### src/hdl/wtw_rem_unit.sv
// ----------------------------------------------------------------------------
// wtw_rem_unit
// Restoring remainder unit: one dividend bit per cycle, all N bits per
// operation. Result held until the next start.
// ----------------------------------------------------------------------------
module wtw_rem_unit #(
    parameter int N = 14,
    parameter int D = 13
) (
    input  logic         i_clk,
    input  logic         i_rst_n,
    input  logic         i_start,
    input  logic [N-1:0] i_dividend,
    input  logic [D-1:0] i_divisor,
    output logic         o_busy,
    output logic [D-1:0] o_rem
);

    localparam int CW = $clog2(N + 1);

    logic          r_busy;
    logic [CW-1:0] r_cnt;
    logic [N-1:0]  r_dvd;
    logic [D-1:0]  r_div;
    logic [D-1:0]  r_rem;
    logic [D:0]    trial;
    logic [D-1:0]  n_rem;

    // shift in next dividend bit, subtract where it fits
    always_comb begin
        trial = {r_rem, r_dvd[N-1]};
        if (trial >= {1'b0, r_div}) begin
            n_rem = D'(trial - {1'b0, r_div});
        end else begin
            n_rem = D'(trial);
        end
    end

    // control
    always_ff @(posedge i_clk) begin
        if (!i_rst_n) begin
            r_busy <= 1'b0;
            r_cnt  <= '0;
        end else if (i_start) begin
            r_busy <= 1'b1;
            r_cnt  <= CW'(N);
        end else if (r_busy) begin
            r_cnt <= r_cnt - CW'(1);
            if (r_cnt == CW'(1)) begin
                r_busy <= 1'b0;
            end
        end
    end

    // datapath
    always_ff @(posedge i_clk) begin
        if (i_start) begin
            r_dvd <= i_dividend;
            r_div <= i_divisor;
            r_rem <= '0;
        end else if (r_busy) begin
            r_dvd <= r_dvd << 1;
            r_rem <= n_rem;
        end
    end

    assign o_busy = r_busy;
    assign o_rem  = r_rem;

    // partial remainder stays below the divisor
    a_rem_below_div: assert property (@(posedge i_clk) disable iff (!i_rst_n)
        r_busy |-> (r_rem < r_div))
        else $error("remainder reached divisor");

    // a start runs the full bit count
    a_start_loads: assert property (@(posedge i_clk) disable iff (!i_rst_n)
        i_start |=> (r_busy && r_cnt == CW'(N)))
        else $error("start did not load the counter");

    // last bit ends the operation
    a_last_bit_ends: assert property (@(posedge i_clk) disable iff (!i_rst_n)
        (r_busy && r_cnt == CW'(1) && !i_start) |=> !r_busy)
        else $error("unit still busy after the last bit");

endmodule

### config.mk
export PLATFORM = sky130hd
export DESIGN_NAME = wtw_rem_unit
export DESIGN_NICKNAME = d
export VERILOG_FILES = /design/src/hdl/wtw_rem_unit.sv
export SDC_FILE = /design/constraint.sdc
export NUM_CORES = 1
export LEC_CHECK = 0
export BUFFER_PORTS_ARGS = -buffer_cell sky130_fd_sc_hd__buf_2
export CORE_UTILIZATION = 35
export DETAILED_ROUTE_END_ITERATION = 12
export MAX_ROUTING_LAYER = met4
export PLACE_DENSITY = 0.55
export REMOVE_ABC_BUFFERS = 1
export SLEW_MARGIN = 20
export SYNTH_ARGS = -nofsm -noshare
export SYNTH_HDL_FRONTEND = slang
export SYNTH_SLANG_ARGS = --single-unit
export TNS_END_PERCENT = 50
### constraint.sdc
create_clock -name i_clk -period 1.97 [get_ports i_clk]
set_input_delay 0 -clock i_clk [delete_from_list [all_inputs] [get_ports i_clk]]
set_output_delay 0 -clock i_clk [all_outputs]
set_load 0.05 [all_outputs]
==> run summary <==
CTS tree: done
YS warnings: 0
Antenna Violating Nets Remaining: 0
Remaining Overflow, GRT: 0
VDD IR max: 348 uV
Synth-to-layout area growth: 50.1%
Chip width: 87.3 um
Number of global-route vias before repair: 2286
Mapped Avg Cell Area: 10.4 um2
Max-slew headroom: 0.749
Final Setup Violations: 13
EDFF count, synth: 27
Longest Clk Path Bufs: 2
Core Rows: 30
Arrival time worst endpoint: 2.36 ns
Cells along the critical path: ha_2 > fa_2 > nor2b_2 > o21bai_1 > nand2_2 > buf_6 > mux2i_2 > a221oi_2 > a311oi_1
DR iter-0 viols: 110
H-tree level count: 2
Hold WS: 0.00502 ns
Biggest area consumer among synthesized cells: edfxtp_1
Status: finished, violations left
Slowest stage cell, crit path: edfxtp_1
Syn Inst Count: 244
Endpoint class of the critical path: flop
Synth top area share: 0.319
Ys async rst share: 0
Final nets: 424
CP bufs+invs: 1
Worst-Skew Late Latency: 0.31 ns
Initial antenna violation count: 0
Filler cell count: 664
Final Cycle Share: 1.09
PD cells: 660 mW/mm2
Max cap viols: 0
Startpoint Class: flop
Routed WL per cell: 13.9 um
Core area: 0.00691 mm2
First-pass GRT wire length: 10800 um
Failing checks: setup timing
Clock skew after layout: 0.0152 ns
Fmax: 467 MHz
HPWL after DPL: 4780 um
Largest stage delay, worst path: 0.39 ns
Drt first pass iters: 4
GRT Util Overall: 0.193
Via density: 4.90
Sum Neg Setup Slack: -1.64 ns
Total CTS buffers: 5
Die Span Y: 87.3 um
Commonest non-fill, non-tap cell in the layout: buf_4
Worst Hold Class: input pin to flop
Crit path max-delay family: adder cells
Ratio of cells with drive above 1 in the final layout: 0.409
Clock period minus worst slack: 2.14 ns
Vias after detailed routing: 2326
Post-Syn Area: 0.00254 mm2
Most frequent cells in the layout: buf_4 (58), buf_2 (43), dlygate4sd3_1 (29)
IO Port Bufs: 43
Primary FF master, synth: edfxtp_1
FF/Latch Area: 0.00117 mm2
Residual DRC: 0
Crit path required time: 2.19 ns
Fin. Hold Viols: 0
Initial core utilization: 0.368
Synth top area cells: edfxtp_1 (32%), dfxtp_1 (14%), ha_1 (7.4%)
Finished Core Util: 0.553
Worst-path fanout max: 4
Fin. max-slew vios: 0
Synth Register Bits: 45
Placer congestion estimate: 0.874
Final Power: 2.52 mW
N_diodes: 0
Worst setup path class: flop to flop
Seq/Total Area, Yosys: 0.460
Unrepaired setup endpoints after global routing: true
Leak: 1.69 nW
Clk slew on worst S/H paths: 0.10 ns
Worst-Margin Slew: 0.366 ns
Setup WS post-layout: -0.172 ns
Root Buffer Master: clkbuf_8
# IOs: 44
Largest net degree at the start of global routing: 26
Clk sinks: 45
Multi-input gate area: 0.00136 mm2
Library cells used by synthesis: 52
Die Area: 0.00761 mm2
WL final: 6620 um
## synthesized netlist by cell type (2+ instances only)
cell,n
buf_1,2
edfxtp_1,27
nand4_1,2
a21oi_1,11
nand3_1,7
o21bai_1,2
xor2_1,4
o31a_1,2
inv_1,20
nor3_1,4
a32oi_1,3
clkbuf_1,3
ha_1,15
dfxtp_1,18
nand2b_1,2
o21a_1,6
nand2_2,2
nand2_1,17
nor2_1,21
a21o_1,2
o21ai_0,14
nor4_1,2
nor2b_1,3
a311oi_1,8
and2_1,2
xnor2_1,7
mux2_2,13
## cell families after synthesis
family,after synthesis,synth area share
AND/OR/NAND/NOR,67,0.126
AO/OA/AOI/OAI,63,0.186
flip-flops,45,0.460
buffers and inverters,28,0.0462
adder cells (fa/ha/maj),16,0.0817
multiplexers,14,0.0615
XOR/XNOR,11,0.0379
## metal layers
layer  wire [um]  vias to the layer above  global-route usage
li1            -                     1171                   -
met1        2930                     1075               0.236
met2        3240                       65               0.317
met3         292                       15              0.0313
met4         150                        0              0.0760
met5           0                        -                   -
## report_power, final
| group | internal [mW] | switching [mW] | total, mW |
|---|---|---|---|
| Combinational | 0.402 | 0.399 | 0.801 |
| Sequential | 1.08 | 0.0385 | 1.12 |
| Clock | 0.246 | 0.350 | 0.596 |
| Total | 1.73 | 0.787 | 2.52 |
## state kept, by name, indices dropped and copies added, names as in the netlist
signal / cells
o_busy: 1
o_rem: 13
r_cnt: 4
r_div: 13
r_dvd: 14
## per-stage QoR
step                worst slack, ns  cells  instance area, um2
finish                       -0.172    475                3820
global route                 -0.307    475                3820
CTS                          -0.155    472                3750
detailed placement           -0.387    429                3250
global placement             -0.418    429                3250
floorplan                    -0.431    236                2500
## cell type report
cell class / count / share of cell area
Timing Repair Buffer: 135 / 0.263
Inverter: 20 / 0.0197
Clock inverter: 3 / 0.00459
Clock buffer: 5 / 0.0180
Tap cell: 96 / 0.0315
Sequential cell: 45 / 0.307
Multi-Input combinational cell: 171 / 0.356
## worst paths after layout
kind            startpoint        end  slack, ns  depth (start not counted)
min reg2reg      r_dvd[11]  r_dvd[12]       0.55                          1
max reg2reg       r_div[0]  o_rem[10]      -0.17                          9
min          i_dividend[7]   r_dvd[7]      0.005                          2
max               r_div[0]  o_rem[10]      -0.17                          9
## worst reg2reg max path, delay by kind of cell (launching register included)
kind	cells	cell delay [ns]
adder cells (fa/ha/maj)	2	0.56
AO/OA/AOI/OAI	3	0.47
flip-flops	1	0.39
AND/OR/NAND/NOR	2	0.30
multiplexers	1	0.21
buffers and inverters	1	0.13
## repair_timing
action	4_1_cts	5_1_grt
pin swaps	13	13
setup buffers	6	3
setup endpoints to repair	13	13
resized for setup	20	10
hold buffers	29	0
endpoints found under the hold margin	31	0
Note: power is estimated with default switching activity, not from simulation.
